File: src/hdl/slpg_pkg.sv
// Shared types, codes and the color wheel for the status LED pattern generator.
`default_nettype none

package slpg_pkg;

    localparam int TIMER_WIDTH_DEF = 16;
    localparam int PERIOD_W        = 16;
    localparam int CFG_IDX_W       = 3;
    localparam int CFG_DATA_W      = 16;

    localparam logic [CFG_IDX_W-1:0] CFG_BRIGHTNESS   = 3'd0;
    localparam logic [CFG_IDX_W-1:0] CFG_SLOW_HALF    = 3'd1;
    localparam logic [CFG_IDX_W-1:0] CFG_FAST_HALF    = 3'd2;
    localparam logic [CFG_IDX_W-1:0] CFG_RAINBOW_STEP = 3'd3;
    localparam logic [CFG_IDX_W-1:0] CFG_STROBE_ON    = 3'd4;
    localparam logic [CFG_IDX_W-1:0] CFG_STROBE_OFF   = 3'd5;

    localparam logic [7:0]          BRIGHTNESS_RST   = 8'd255;
    localparam logic [PERIOD_W-1:0] SLOW_HALF_RST    = 16'd300;
    localparam logic [PERIOD_W-1:0] FAST_HALF_RST    = 16'd150;
    localparam logic [PERIOD_W-1:0] RAINBOW_STEP_RST = 16'd15;
    localparam logic [PERIOD_W-1:0] STROBE_ON_RST    = 16'd150;
    localparam logic [PERIOD_W-1:0] STROBE_OFF_RST   = 16'd150;

    localparam logic REQ_TICK     = 1'b0;
    localparam logic REQ_SET_MODE = 1'b1;

    localparam logic [3:0] MODE_OFF        = 4'd0;
    localparam logic [3:0] MODE_STEADY_A   = 4'd1;
    localparam logic [3:0] MODE_STEADY_C   = 4'd3;
    localparam logic [3:0] MODE_GREEN_BL_A = 4'd4;
    localparam logic [3:0] MODE_RED_BL_A   = 4'd5;
    localparam logic [3:0] MODE_GREEN_BL_B = 4'd6;
    localparam logic [3:0] MODE_CYAN_BL    = 4'd7;
    localparam logic [3:0] MODE_RAINBOW    = 4'd8;
    localparam logic [3:0] MODE_STROBE     = 4'd9;
    localparam logic [3:0] MODE_RED_BL_B   = 4'd10;

    localparam logic [7:0] PHASE_GREEN = 8'd0;
    localparam logic [7:0] PHASE_ON    = 8'd1;
    localparam logic [7:0] PHASE_DARK  = 8'd2;

    localparam logic [7:0] WHEEL_SEG1 = 8'd85;
    localparam logic [7:0] WHEEL_SEG2 = 8'd170;
    localparam logic [7:0] FULL       = 8'd255;

    typedef struct packed {
        logic [7:0] red;
        logic [7:0] green;
        logic [7:0] blue;
    } rgb_t;

    typedef struct packed {
        logic                emit;
        rgb_t                color;
    } result_t;

    typedef struct packed {
        logic [7:0]          brightness;
        logic [PERIOD_W-1:0] slow_half;
        logic [PERIOD_W-1:0] fast_half;
        logic [PERIOD_W-1:0] rainbow_step;
        logic [PERIOD_W-1:0] strobe_on;
        logic [PERIOD_W-1:0] strobe_off;
    } cfg_t;

    localparam rgb_t COLOR_BLACK = '{red: 8'd0, green: 8'd0, blue: 8'd0};
    localparam rgb_t COLOR_GREEN = '{red: 8'd0, green: FULL, blue: 8'd0};
    localparam rgb_t COLOR_RED   = '{red: FULL, green: 8'd0, blue: 8'd0};
    localparam rgb_t COLOR_CYAN  = '{red: 8'd0, green: FULL, blue: FULL};

    // Three linear ramps around the hue circle.
    function automatic rgb_t wheel(input logic [7:0] pos);
        logic [7:0] q;
        logic [9:0] m;
        logic [7:0] up;
        rgb_t       c;
        if (pos < WHEEL_SEG1)
        begin
            q = pos;
        end
        else if (pos < WHEEL_SEG2)
        begin
            q = pos - WHEEL_SEG1;
        end
        else
        begin
            q = pos - WHEEL_SEG2;
        end
        m  = 10'(q) * 10'd3;
        up = m[7:0];
        if (pos < WHEEL_SEG1)
        begin
            c = '{red: up, green: FULL - up, blue: 8'd0};
        end
        else if (pos < WHEEL_SEG2)
        begin
            c = '{red: FULL - up, green: 8'd0, blue: up};
        end
        else
        begin
            c = '{red: 8'd0, green: up, blue: FULL - up};
        end
        return c;
    endfunction

endpackage

`default_nettype wire

File: src/hdl/slpg_cfg.sv
// Configuration register file for the status LED pattern generator.
`default_nettype none

module slpg_cfg (
    input  wire logic                               clk,
    input  wire logic                               rst_n,
    input  wire logic                               cfg_wr_en,
    input  wire logic [slpg_pkg::CFG_IDX_W-1:0]     cfg_index,
    input  wire logic [slpg_pkg::CFG_DATA_W-1:0]    cfg_data,
    output slpg_pkg::cfg_t                          cfg
);

    slpg_pkg::cfg_t cfg_reg;

    always_ff @(posedge clk or negedge rst_n)
    begin
        if (!rst_n)
        begin
            cfg_reg.brightness   <= slpg_pkg::BRIGHTNESS_RST;
            cfg_reg.slow_half    <= slpg_pkg::SLOW_HALF_RST;
            cfg_reg.fast_half    <= slpg_pkg::FAST_HALF_RST;
            cfg_reg.rainbow_step <= slpg_pkg::RAINBOW_STEP_RST;
            cfg_reg.strobe_on    <= slpg_pkg::STROBE_ON_RST;
            cfg_reg.strobe_off   <= slpg_pkg::STROBE_OFF_RST;
        end
        else if (cfg_wr_en)
        begin
            case (cfg_index)
                slpg_pkg::CFG_BRIGHTNESS:   cfg_reg.brightness   <= cfg_data[7:0];
                slpg_pkg::CFG_SLOW_HALF:    cfg_reg.slow_half    <= cfg_data;
                slpg_pkg::CFG_FAST_HALF:    cfg_reg.fast_half    <= cfg_data;
                slpg_pkg::CFG_RAINBOW_STEP: cfg_reg.rainbow_step <= cfg_data;
                slpg_pkg::CFG_STROBE_ON:    cfg_reg.strobe_on    <= cfg_data;
                slpg_pkg::CFG_STROBE_OFF:   cfg_reg.strobe_off   <= cfg_data;
                default:
                begin
                end
            endcase
        end
    end

    assign cfg = cfg_reg;

endmodule

`default_nettype wire

File: src/hdl/slpg_core.sv
// Mode, timer and animation state with the per-request update logic.
`default_nettype none

module slpg_core #(
    parameter int TIMER_WIDTH = slpg_pkg::TIMER_WIDTH_DEF
) (
    input  wire logic       clk,
    input  wire logic       rst_n,
    input  wire logic       fire,
    input  wire logic       req_type,
    input  wire logic [3:0] new_mode,
    input  wire slpg_pkg::cfg_t cfg,
    output slpg_pkg::result_t result
);

    localparam int CMP_W = (TIMER_WIDTH > slpg_pkg::PERIOD_W) ? TIMER_WIDTH
                                                                : slpg_pkg::PERIOD_W;

    logic [3:0]             mode_reg,    mode_next;
    logic [TIMER_WIDTH-1:0] elapsed_reg, elapsed_next;
    logic [7:0]             phase_reg,   phase_next;
    logic                   lit_reg,     lit_next;

    logic [TIMER_WIDTH-1:0] elapsed_inc;
    logic [CMP_W-1:0]       elapsed_cmp;
    logic [CMP_W-1:0]       half_cmp;
    logic                   half_hit;
    logic                   step_hit;
    logic                   on_hit;
    logic                   off_hit;
    logic [7:0]             phase_inc;
    slpg_pkg::rgb_t         lit_color;
    slpg_pkg::result_t      res;

    assign elapsed_inc = (elapsed_reg != {TIMER_WIDTH{1'b1}}) ?
                         elapsed_reg + TIMER_WIDTH'(1) : elapsed_reg;
    assign elapsed_cmp = CMP_W'(elapsed_inc);
    assign half_cmp    = (mode_reg == slpg_pkg::MODE_CYAN_BL) ? CMP_W'(cfg.fast_half)
                                                               : CMP_W'(cfg.slow_half);
    assign half_hit    = elapsed_cmp >= half_cmp;
    assign step_hit    = elapsed_cmp >= CMP_W'(cfg.rainbow_step);
    assign on_hit      = elapsed_cmp >= CMP_W'(cfg.strobe_on);
    assign off_hit     = elapsed_cmp >= CMP_W'(cfg.strobe_off);
    assign phase_inc   = phase_reg + 8'd1;

    always_comb
    begin
        case (mode_reg)
            slpg_pkg::MODE_RED_BL_A,
            slpg_pkg::MODE_RED_BL_B: lit_color = slpg_pkg::COLOR_RED;
            slpg_pkg::MODE_CYAN_BL:  lit_color = slpg_pkg::COLOR_CYAN;
            default:                 lit_color = slpg_pkg::COLOR_GREEN;
        endcase
    end

    always_comb
    begin
        mode_next    = mode_reg;
        elapsed_next = elapsed_reg;
        phase_next   = phase_reg;
        lit_next     = lit_reg;
        res.emit     = 1'b0;
        res.color    = slpg_pkg::COLOR_BLACK;
        if (fire)
        begin
            if (req_type == slpg_pkg::REQ_SET_MODE)
            begin
                if (new_mode != mode_reg)
                begin
                    mode_next    = new_mode;
                    elapsed_next = '0;
                    phase_next   = '0;
                    lit_next     = 1'b0;
                    if (new_mode == slpg_pkg::MODE_OFF)
                    begin
                        res.emit = 1'b1;
                    end
                    else if (new_mode >= slpg_pkg::MODE_STEADY_A &&
                             new_mode <= slpg_pkg::MODE_STEADY_C)
                    begin
                        res.emit  = 1'b1;
                        res.color = slpg_pkg::COLOR_GREEN;
                    end
                end
            end
            else
            begin
                elapsed_next = elapsed_inc;
                case (mode_reg)
                    slpg_pkg::MODE_GREEN_BL_A,
                    slpg_pkg::MODE_GREEN_BL_B,
                    slpg_pkg::MODE_RED_BL_A,
                    slpg_pkg::MODE_RED_BL_B,
                    slpg_pkg::MODE_CYAN_BL:
                    begin
                        if (half_hit)
                        begin
                            elapsed_next = '0;
                            lit_next     = !lit_reg;
                            res.emit     = 1'b1;
                            res.color    = lit_reg ? slpg_pkg::COLOR_BLACK : lit_color;
                        end
                    end
                    slpg_pkg::MODE_RAINBOW:
                    begin
                        if (step_hit)
                        begin
                            elapsed_next = '0;
                            phase_next   = phase_inc;
                            res.emit     = 1'b1;
                            res.color    = slpg_pkg::wheel(phase_inc);
                        end
                    end
                    slpg_pkg::MODE_STROBE:
                    begin
                        if (phase_reg == slpg_pkg::PHASE_GREEN)
                        begin
                            phase_next   = slpg_pkg::PHASE_ON;
                            elapsed_next = '0;
                            res.emit     = 1'b1;
                            res.color    = slpg_pkg::COLOR_GREEN;
                        end
                        else if (phase_reg == slpg_pkg::PHASE_ON)
                        begin
                            if (on_hit)
                            begin
                                phase_next   = slpg_pkg::PHASE_DARK;
                                elapsed_next = '0;
                                res.emit     = 1'b1;
                            end
                        end
                        else if (off_hit)
                        begin
                            phase_next   = slpg_pkg::PHASE_GREEN;
                            elapsed_next = '0;
                        end
                    end
                    default:
                    begin
                    end
                endcase
            end
        end
    end

    always_ff @(posedge clk or negedge rst_n)
    begin
        if (!rst_n)
        begin
            mode_reg    <= slpg_pkg::MODE_OFF;
            elapsed_reg <= '0;
            phase_reg   <= '0;
            lit_reg     <= 1'b0;
        end
        else
        begin
            mode_reg    <= mode_next;
            elapsed_reg <= elapsed_next;
            phase_reg   <= phase_next;
            lit_reg     <= lit_next;
        end
    end

    assign result = res;

endmodule

`default_nettype wire

File: src/hdl/status_led_pattern_generator.sv
// Top level of the status LED pattern generator: request and result registers.
//
//  Channel   Direction  Handshake              Payload
//  request   in         in_valid / in_ready    req_type, new_mode
//  result    out        out_valid / out_ready  red, green, blue, level
//  config    in         cfg_wr_en              cfg_index, cfg_data
//
// One request is taken every cycle while results are being drained.
// An accepted request waits in the request register, which feeds the mode and
// timer logic, and the result register captures its result.
// A held result stalls the request register, which then drops in_ready when full.
// Reset loads valid, core and config registers at once, payloads excepted; no sweep.
`default_nettype none

module status_led_pattern_generator #(
    parameter int TIMER_WIDTH = slpg_pkg::TIMER_WIDTH_DEF
) (
    input  wire logic                             clk,
    input  wire logic                             rst_n,
    input  wire logic                             in_valid,
    output wire logic                             in_ready,
    input  wire logic                             req_type,
    input  wire logic [3:0]                       new_mode,
    output wire logic                             out_valid,
    input  wire logic                             out_ready,
    output wire logic [7:0]                       red,
    output wire logic [7:0]                       green,
    output wire logic [7:0]                       blue,
    output wire logic [7:0]                       level,
    input  wire logic                             cfg_wr_en,
    input  wire logic [slpg_pkg::CFG_IDX_W-1:0]   cfg_index,
    input  wire logic [slpg_pkg::CFG_DATA_W-1:0]  cfg_data
);

    slpg_pkg::cfg_t    cfg;
    slpg_pkg::result_t result;

    logic           req_vld_reg;
    logic           req_type_reg;
    logic [3:0]     req_mode_reg;
    logic           out_vld_reg;
    slpg_pkg::rgb_t color_reg;
    logic [7:0]     level_reg;
    logic           advance;
    logic           fire;

    assign advance  = !out_vld_reg || out_ready;
    assign fire     = req_vld_reg && advance;
    assign in_ready = !req_vld_reg || advance;

    slpg_cfg u_cfg (
        .clk       (clk),
        .rst_n     (rst_n),
        .cfg_wr_en (cfg_wr_en),
        .cfg_index (cfg_index),
        .cfg_data  (cfg_data),
        .cfg       (cfg)
    );

    slpg_core #(
        .TIMER_WIDTH (TIMER_WIDTH)
    ) u_core (
        .clk      (clk),
        .rst_n    (rst_n),
        .fire     (fire),
        .req_type (req_type_reg),
        .new_mode (req_mode_reg),
        .cfg      (cfg),
        .result   (result)
    );

    always_ff @(posedge clk or negedge rst_n)
    begin
        if (!rst_n)
        begin
            req_vld_reg <= 1'b0;
            out_vld_reg <= 1'b0;
        end
        else
        begin
            if (in_ready)
            begin
                req_vld_reg <= in_valid;
            end
            if (advance)
            begin
                out_vld_reg <= fire && result.emit;
            end
        end
    end

    always_ff @(posedge clk)
    begin
        if (in_valid && in_ready)
        begin
            req_type_reg <= req_type;
            req_mode_reg <= new_mode;
        end
        if (fire && result.emit)
        begin
            color_reg <= result.color;
            level_reg <= cfg.brightness;
        end
    end

    assign out_valid = out_vld_reg;
    assign red       = color_reg.red;
    assign green     = color_reg.green;
    assign blue      = color_reg.blue;
    assign level     = level_reg;

endmodule

`default_nettype wire

File: config.mk
export PLATFORM = sky130hd
export DESIGN_NAME = status_led_pattern_generator
export DESIGN_NICKNAME = d
export VERILOG_FILES = /design/src/hdl/slpg_pkg.sv /design/src/hdl/slpg_cfg.sv /design/src/hdl/slpg_core.sv /design/src/hdl/status_led_pattern_generator.sv
export SDC_FILE = /design/constraint.sdc
export NUM_CORES = 1
export LEC_CHECK = 0
export BUFFER_PORTS_ARGS = -buffer_cell sky130_fd_sc_hd__buf_2
export CELL_PAD_IN_SITES_DETAIL_PLACEMENT = 1
export CELL_PAD_IN_SITES_GLOBAL_PLACEMENT = 2
export CORE_MARGIN = 2
export CORE_UTILIZATION = 33
export CTS_BUF_LIST = sky130_fd_sc_hd__clkbuf_2
export CTS_CLUSTER_DIAMETER = 30
export DETAILED_ROUTE_END_ITERATION = 10
export PLACE_DENSITY = 0.72
export SYNTH_ARGS = -nofsm -noshare
export SYNTH_HDL_FRONTEND = slang
export SYNTH_HIERARCHICAL = 1
export SYNTH_SLANG_ARGS = --single-unit
File: constraint.sdc
create_clock -name clk -period 5.2 [get_ports clk]
set_clock_uncertainty 0.15 [all_clocks]
set_input_delay 0.52 -clock clk [delete_from_list [all_inputs] [get_ports clk]]
set_output_delay 0.52 -clock clk [all_outputs]
set_load 0.03 [all_outputs]
==> PnR_summary.wiki, run 1 <==
{| class="wikitable"
! Metric !! Value
|-
| Outcome || finished, final reports clean
|-
| Routed metal-1 wire length || 12,300 um
|-
| Number of DRC markers after the initial detailed-route iteration || 273
|-
| Worst-case clock buffer depth || 2
|-
| Post-detailed-placement half-perimeter wirelength || 19,300 um
|-
| Clock-pin slew of the registers on the worst-case setup and hold paths || 0.26 ns
|-
| First-pass GRT wire length || 42,000 um
|-
| TritonCTS Buffers || 17
|-
| Antenna violations before repair || 1
|-
| Hold Violations, Final || 0
|-
| Post-synthesis sequential area ratio || 41.9%
|-
| Leakage power total || 5.52 nW
|-
| Slew Limit Fails || 0
|-
| Total vias in the final route || 7,318
|-
| Number of flip-flops in the largest register || 88
|-
| Switching Share || 33.9%
|-
| Biggest area contributors in the synthesized netlist || sky130_fd_sc_hd__dfrtp_1 23%, sky130_fd_sc_hd__edfxtp_1 11%, sky130_fd_sc_hd__ha_1 11%, sky130_fd_sc_hd__mux2_2 8.6%, sky130_fd_sc_hd__dfstp_2 7.5%
|-
| Number of search-and-repair iterations in the first detailed-routing pass || 4
|-
| Peak VDD IR || 0.124 mV
|-
| Post-detailed-route via-to-cell ratio || 5.08
|-
| Worst hold-check path type || in -> reg
|-
| Routed length on met2 || 12,700 um
|-
| Worst endpoint required time || 5.69 ns
|-
| Multi-input gate area in the final layout || 5290 sq um
|-
| RSZ-0062 raised after global routing || no
|-
| Part of the total power dissipated in the clock network || 22.1%
|-
| Post-synthesis instance area || 9840 sq um
|-
| Number of nets still failing antenna checks after routing || 0
|-
| Initial cell density of the core || 33.4%
|-
| Fraction of post-synthesis cell area in the top cell type by area || 23.1%
|-
| Skew-Pair Late Insertion Delay || 0.78 ns
|-
| Worst-path maximum fanout || 7
|-
| Layout-stage area growth over the synthesis result || 16.6%
|-
| Gate Count Post-Synth || 896
|-
| Aggregate global routing overflow || 0
|-
| Internal Pwr Total || 2.20 mW
|-
| Crit path capture type || register
|-
| Post-Route WL || 26,000 um
|-
| Worst Tran Pin Value || 1.08 ns
|-
| Power density cells || 289 nW/um^2
|-
| Sequential power share || 47.8%
|-
| # rows || 63
|-
| Unique masters post-synth || 78
|-
| Most frequent cells in the layout || 91 x sky130_fd_sc_hd__dfrtp_1, 85 x sky130_fd_sc_hd__ha_1, 75 x sky130_fd_sc_hd__mux2_2
|-
| Die boundary height || 177 um
|-
| Number of enable flip-flop cells after synthesis || 37
|-
| Most common flop cell mapped by yosys || sky130_fd_sc_hd__dfrtp_1
|-
| Net switching power || 1.13 mW
|-
| Synth warnings || 6
|-
| Root cell of the clock tree || sky130_fd_sc_hd__clkbuf_2
|-
| Largest net degree at the start of global routing || 68
|-
| CTS H-Tree Depth || 4
|-
| Dominant cell type by area after synthesis || sky130_fd_sc_hd__dfrtp_1
|-
| Setup crit start kind || register
|-
| Timing-limited maximum frequency || 0.204 GHz
|-
| Post-route fraction of the period consumed by the critical path || 94.2%
|-
| Post-DR wirelength/cell || 18.1 um
|-
| Boundary Pins || 63
|-
| Worst EP arrival || 5.39 ns
|-
| Post-Route Utilization || 38.9%
|-
| Net total in the final layout || 1,152
|-
| Clock period minus worst slack || 4.90 ns
|-
| Slew headroom || 27.9%
|-
| Num Clock Sinks || 156
|-
| Post-synthesis net count || 1,011
|-
| Most common cell after layout, fill and taps aside || sky130_fd_sc_hd__dfrtp_1
|-
| Combinational share of power || 30.1%
|-
| TritonCTS clock tree || yes
|-
| Via count of the first global-routing pass || 7,737
|-
| Combined flip-flop and latch cell area || 4120 sq um
|-
| Max Cap Viol || 0
|-
| Ys async rst share || 76.3%
|-
| Layout cells sized above 1 || 29.6%
|-
| Post-synthesis average cell area || 11.0 sq um
|-
| Final-report setup violation count || 0
|-
| Port Buffer Count || 62
|-
| Core area || 29,500 sq um
|-
| Total Die Area || 31,200 sq um
|-
| Die boundary width || 177 um
|-
| Setup TNS || 0 ns
|-
| Drt drc || 0
|-
| Uppermost routed layer || met4
|-
| Gr usage total || 17.3%
|-
| Detail Route met3 WL || 727 um
|-
| Synthesized flop and latch total || 156
|-
| Category of the most critical setup path || reg -> reg
|-
| Number of filler instances in the final layout || 3,312
|-
| RD Place Congestion || 0.840
|}
-- through the flow --
step	power [mW]	hold WS (ns)	std cells	instance area, sq um	setup WS, ns
floorplan	2.26	0.0744	896	9840	0.498
global placement	2.55	0.339	1375	10800	0.237
detailed placement	2.59	0.343	1375	10800	0.122
CTS	3.35	0.0168	1435	11400	0.0184
global route	3.56	0.0158	1441	11500	0.000628
finish	3.32	0.101	1441	11500	0.301
-- kinds of logic after synthesis --
| logic type | count (synthesis) | share of synthesized area [%] |
|---|---|---|
| xor+xnor | 30 | 2.75 |
| simple gates | 228 | 12.7 |
| mux | 120 | 14.4 |
| fa+ha+maj | 86 | 11.0 |
| buf+inv | 95 | 4.84 |
| flops | 156 | 41.9 |
| compound gates | 181 | 12.4 |
-- timing repair --
item                                    4_1_cts  5_1_grt
endpoints found under the hold margin       161        0
buffers inserted                              0        4
resized for setup                             0       10
hold buffers                                 28        0
endpoints found under the setup margin        0       57
-- final timing paths --
path,start,end,slack (ns),depth (start not counted)
setup / recovery,u_core/elapsed_reg[1]$_DFFE_PN0P_,u_core/phase_reg[6]$_DFFE_PN0P_,0.30,19
hold / removal,cfg_index[1],u_cfg/cfg[86]$_DFFE_PN1P_,0.10,3
setup reg to reg,u_core/elapsed_reg[1]$_DFFE_PN0P_,u_core/phase_reg[6]$_DFFE_PN0P_,0.30,19
hold reg to reg,u_cfg/cfg[48]$_DFFE_PN0P_,u_cfg/cfg[48]$_DFFE_PN0P_,0.39,1
max in group asynchronous,rst_n,u_core/elapsed_reg[12]$_DFFE_PN0P_,3.40,3
min in group asynchronous,rst_n,u_cfg/cfg[14]$_DFFE_PN0P_,0.20,2
-- synth_stat cells (7+ instances only) --
library cell / count
sky130_fd_sc_hd__o21ai_0: 29
sky130_fd_sc_hd__nand3_1: 15
sky130_fd_sc_hd__a21o_1: 32
sky130_fd_sc_hd__nand2_1: 59
sky130_fd_sc_hd__edfxtp_1: 37
sky130_fd_sc_hd__ha_1: 85
sky130_fd_sc_hd__nand4_1: 19
sky130_fd_sc_hd__mux2_2: 75
sky130_fd_sc_hd__nor2_1: 46
sky130_fd_sc_hd__mux2i_1: 20
sky130_fd_sc_hd__a21oi_1: 50
sky130_fd_sc_hd__inv_1: 67
sky130_fd_sc_hd__buf_6: 8
sky130_fd_sc_hd__nor3_1: 17
sky130_fd_sc_hd__xor2_1: 11
sky130_fd_sc_hd__dfrtp_1: 91
sky130_fd_sc_hd__o21ai_1: 8
sky130_fd_sc_hd__a22o_1: 11
sky130_fd_sc_hd__nand2b_1: 15
sky130_fd_sc_hd__and3_1: 9
sky130_fd_sc_hd__xnor2_1: 18
sky130_fd_sc_hd__nor2b_1: 7
sky130_fd_sc_hd__mux2_4: 25
sky130_fd_sc_hd__dfstp_2: 28
sky130_fd_sc_hd__clkbuf_1: 10
-- final cells by class --
class	instances	area share, %
inverter	68	2.22
timing repair buffer	148	9.29
antenna	1	0.0218
sequential	156	35.9
clock inverter	14	1.38
multi-input combinational	646	46.1
tap	390	4.25
clock buffer	18	0.785
-- metal layers --
| layer | up-vias | track usage [%] |
|---|---|---|
| met5 | - | 0 |
| met1 | 3668 | 23.5 |
| li1 | 3535 | - |
| met3 | 16 | 2.08 |
| met4 | 0 | 4.92 |
| met2 | 99 | 28.9 |
-- worst max-delay path, cell delays in order (launching register included) --
cell and delay (ns):
sky130_fd_sc_hd__dfrtp_1 0.45, sky130_fd_sc_hd__ha_1 0.18, sky130_fd_sc_hd__and3_1 0.20, sky130_fd_sc_hd__and3_1 0.25, sky130_fd_sc_hd__and3_1 0.20, sky130_fd_sc_hd__nand2b_1 0.15, sky130_fd_sc_hd__xnor2_2 0.33, sky130_fd_sc_hd__ha_1 0.29
sky130_fd_sc_hd__nand2b_1 0.14, sky130_fd_sc_hd__a21o_1 0.17, sky130_fd_sc_hd__a21o_1 0.17, sky130_fd_sc_hd__a21o_1 0.18, sky130_fd_sc_hd__a21o_1 0.18, sky130_fd_sc_hd__a2111oi_1 0.41, sky130_fd_sc_hd__buf_4 0.19, sky130_fd_sc_hd__o311ai_0 0.24
sky130_fd_sc_hd__a31oi_1 0.24, sky130_fd_sc_hd__or3_1 0.15, sky130_fd_sc_hd__nand2_1 0.18, sky130_fd_sc_hd__mux2_2 0.33
-- power groups by stage --
| stage | registers [mW] | clock network, mW | logic [mW] |
|---|---|---|---|
| global route | 1.62 | 0.814 | 1.12 |
| detailed placement | 1.62 | 0 | 0.973 |
| floorplan | 1.59 | 0 | 0.664 |
| global placement | 1.61 | 0 | 0.948 |
| finish | 1.59 | 0.733 | 1.00 |
| CTS | 1.59 | 0.765 | 0.995 |
Note: power is estimated with default switching activity, not from simulation.
==> inputs of run 2 (changes only) <==
CELL_PAD_IN_SITES_DETAIL_PLACEMENT = default   (was 1)
CELL_PAD_IN_SITES_GLOBAL_PLACEMENT = default   (was 2)
CORE_UTILIZATION = 45   (was 33)
PLACE_DENSITY = 0.67   (was 0.72)
==> PnR_summary.wiki, run 2 (synthesized netlist as in run 1, its figures left out) <==
{| class="wikitable"
! Metric !! Value
|-
| Outcome || finished, final reports clean
|-
| Post-route cell area || 11,100 sq um (-3.0%)
|-
| Busiest layer in global routing || met2
|-
| Num Clock Sinks || 156 (unchanged)
|-
| Category of the most critical setup path || reg -> reg
|-
| Post-detailed-placement half-perimeter wirelength || 16,200 um (-16%)
|-
| Post-Route WL || 22,400 um (-14%)
|-
| Slew headroom || 19.2% (-8.7 points)
|-
| Net total in the final layout || 1,128 (-2.1%)
|-
| CTS H-Tree Depth || 4 (unchanged)
|-
| Peak VDD IR || 0.177 mV (+43%)
|-
| Setup crit start kind || register
|-
| Final Hold Slack || 0.107 ns (+0.00605 ns)
|-
| Initial cell density of the core || 45.5% (+12 points)
|-
| Total vias in the final route || 7,163 (-2.1%)
|-
| Number of nets still failing antenna checks after routing || 0 (unchanged)
|-
| Worst Tran Pin Value || 1.21 ns (+0.131 ns)
|-
| Number of cells on the worst reg-to-reg path || 19 (unchanged)
|-
| Depth of the worst hold-timing path || 3 (unchanged)
|-
| Most prevalent standard cell on the critical path || sky130_fd_sc_hd__a21o_1
|-
| Most common cell after layout, fill and taps aside || sky130_fd_sc_hd__dfrtp_1
|-
| Clock-pin slew of the registers on the worst-case setup and hold paths || 0.25 ns (about the same)
|-
| Final-report setup violation count || 0 (unchanged)
|-
| Worst endpoint required time || 5.67 ns (-0.02 ns)
|-
| List of cells traversed by the critical path || ha_1 -> and3_1 -> and3_1 -> and3_1 -> nand2b_1 -> xnor2_2 -> buf_4 -> ha_1 -> nand2b_1 -> a21o_1 -> a21o_1 -> a21o_1 -> a21o_1 -> a2111oi_0 -> o21ai_0 -> a31oi_1 -> or3_1 -> nand2_2 -> mux2_2
|-
| Core area || 21,600 sq um (-27%)
|-
| Leakage power total || 5.40 nW (-2.0%)
|-
| Port Buffer Count || 62 (unchanged)
|-
| Post-route fraction of the period consumed by the critical path || 95.0% (+0.76 points)
|-
| Number of DRC markers after the initial detailed-route iteration || 361 (+32%)
|-
| Root cell of the clock tree || sky130_fd_sc_hd__clkbuf_2
|-
| Skew-Pair Late Insertion Delay || 0.76 ns (-0.02 ns)
|-
| Slowest stage cell, crit path || sky130_fd_sc_hd__a2111oi_0
|-
| Layout cells sized above 1 || 28.5% (-1.2 points)
|-
| Crit path capture type || register
|-
| Drt drc || 0 (unchanged)
|-
| # rows || 54 (-14%)
|-
| Worst-case clock buffer depth || 2 (unchanged)
|-
| Most frequent cells in the layout || 91 x sky130_fd_sc_hd__dfrtp_1, 85 x sky130_fd_sc_hd__ha_1, 75 x sky130_fd_sc_hd__mux2_2
|-
| Gr usage total || 19.8% (+2.5 points)
|-
| Largest net degree at the start of global routing || 70 (+2.9%)
|-
| Hold Violations, Final || 0 (unchanged)
|-
| First-pass GRT wire length || 37,100 um (-12%)
|-
| Worst EP arrival || 5.41 ns (+0.02 ns)
|-
| Worst-path maximum fanout || 7 (unchanged)
|-
| Slew Limit Fails || 0 (unchanged)
|-
| Tot Pwr || 3.22 mW (-3.2%)
|-
| Boundary Pins || 63 (unchanged)
|-
| Power density cells || 289 nW/um^2 (-0.20%)
|-
| Placement-stage cell area || 10,500 sq um (-2.9%)
|-
| Die boundary width || 152 um (-14%)
|-
| Number of filler instances in the final layout || 1,971 (-40%)
|-
| Post-DR wirelength/cell || 17.1 um (-5.2%)
|-
| Via count of the first global-routing pass || 7,215 (-6.7%)
|-
| Max Cap Viol || 0 (unchanged)
|-
| Routing usage on met3 || 3.14% (+1.1 points)
|-
| Post-detailed-route via-to-cell ratio || 5.48 (+7.9%)
|-
| Worst hold-check path type || in -> reg
|-
| Timing-limited maximum frequency || 0.202 GHz (-0.80%)
|-
| Setup TNS || 0 ns (unchanged)
|-
| Die boundary height || 152 um (-14%)
|-
| Post-Route Utilization || 51.5% (+13 points)
|-
| Maximum cell stage delay along the critical path || 0.62 ns (+0.17 ns)
|-
| Number of search-and-repair iterations in the first detailed-routing pass || 7 (+3)
|-
| Antenna violations before repair || 1 (unchanged)
|-
| Clock period minus worst slack || 4.94 ns (+0.0394 ns)
|-
| Layout-stage area growth over the synthesis result || 13.1%
|-
| RD Place Congestion || 0.872 (+3.8%)
|-
| Aggregate global routing overflow || 0 (unchanged)
|-
| TritonCTS clock tree || yes
|-
| GR Layer Usage met2 || 32.5% (+3.6 points)
|-
| TritonCTS Buffers || 17 (unchanged)
|-
| Number of flip-flops in the largest register || 88 (unchanged)
|-
| Total Die Area || 23,100 sq um (-26%)
|-
| Met1 Resource Use GR || 27.2% (+3.6 points)
|}
run 2: path summary, 6_finish.rpt:
kind | slack (ns) | endpoint | start
worst min register to register | 0.39 | u_cfg/cfg[43]$_DFFE_PN0P_ | u_cfg/cfg[43]$_DFFE_PN0P_
worst max-delay path | 0.26 | u_core/phase_reg[7]$_DFFE_PN0P_ | u_core/elapsed_reg[0]$_DFFE_PN0P_
worst max register to register | 0.26 | u_core/phase_reg[7]$_DFFE_PN0P_ | u_core/elapsed_reg[0]$_DFFE_PN0P_
worst min-delay path | 0.11 | u_cfg/cfg[87]$_DFFE_PN1P_ | cfg_index[2]
max in group asynchronous | 3.48 | u_core/elapsed_reg[3]$_DFFE_PN0P_ | rst_n
min in group asynchronous | 0.23 | u_cfg/cfg[61]$_DFFE_PN0P_ | rst_n
run 2: critical path: cells and delay by family (launching register included):
family	cells	cell delay, ns
buffers and inverters	1	0.17
multiplexers	1	0.30
AO/OA/AOI/OAI	7	1.75
adder cells (fa/ha/maj)	2	0.39
flip-flops	1	0.47
XOR/XNOR	1	0.31
AND/OR/NAND/NOR	7	1.28
run 2: power breakdown:
group	internal, mW	switching [mW]	leakage, nW
sequential	1.47	0.112	1.78
clock	0.194	0.489	0.152
combinational	0.463	0.485	3.47
total	2.13	1.09	5.40
run 2: cell type report:
cell class              instances  area (sq um)  area share (%)
diodes                          1          2.50          0.0225
repair buffers                124           866            7.78
clock buffers                  17          85.1           0.764
clock inverters                15           156            1.41
well taps                     280           350            3.15
inverters                      68           255            2.29
flip-flops and latches        156          4120            37.1
multi-input cells             646          5290            47.5
run 2: what timing repair did:
action                                  4_1_cts  5_1_grt
resized for setup                             0       10
endpoints found under the setup margin        0       54
hold endpoints to repair                    165        0
buffers inserted                              0        5
hold buffers                                 25        0
run 2: per-stage QoR:
step	setup slack, ns	instances
4_1_cts	0.116	1300
5_1_grt	-0.0105	1307
2_1_floorplan	0.498	896
3_5_place_dp	0.158	1243
6_report	0.261	1307
3_3_place_gp	0.351	1243
run 2: metal layers:
layer,share of wire (%),wire length [um],up-vias
met5,0,0,-
met4,1.4,315,0
met3,3.4,759,22
met2,48,10800,133
met1,47,10500,3508
li1,-,-,3500
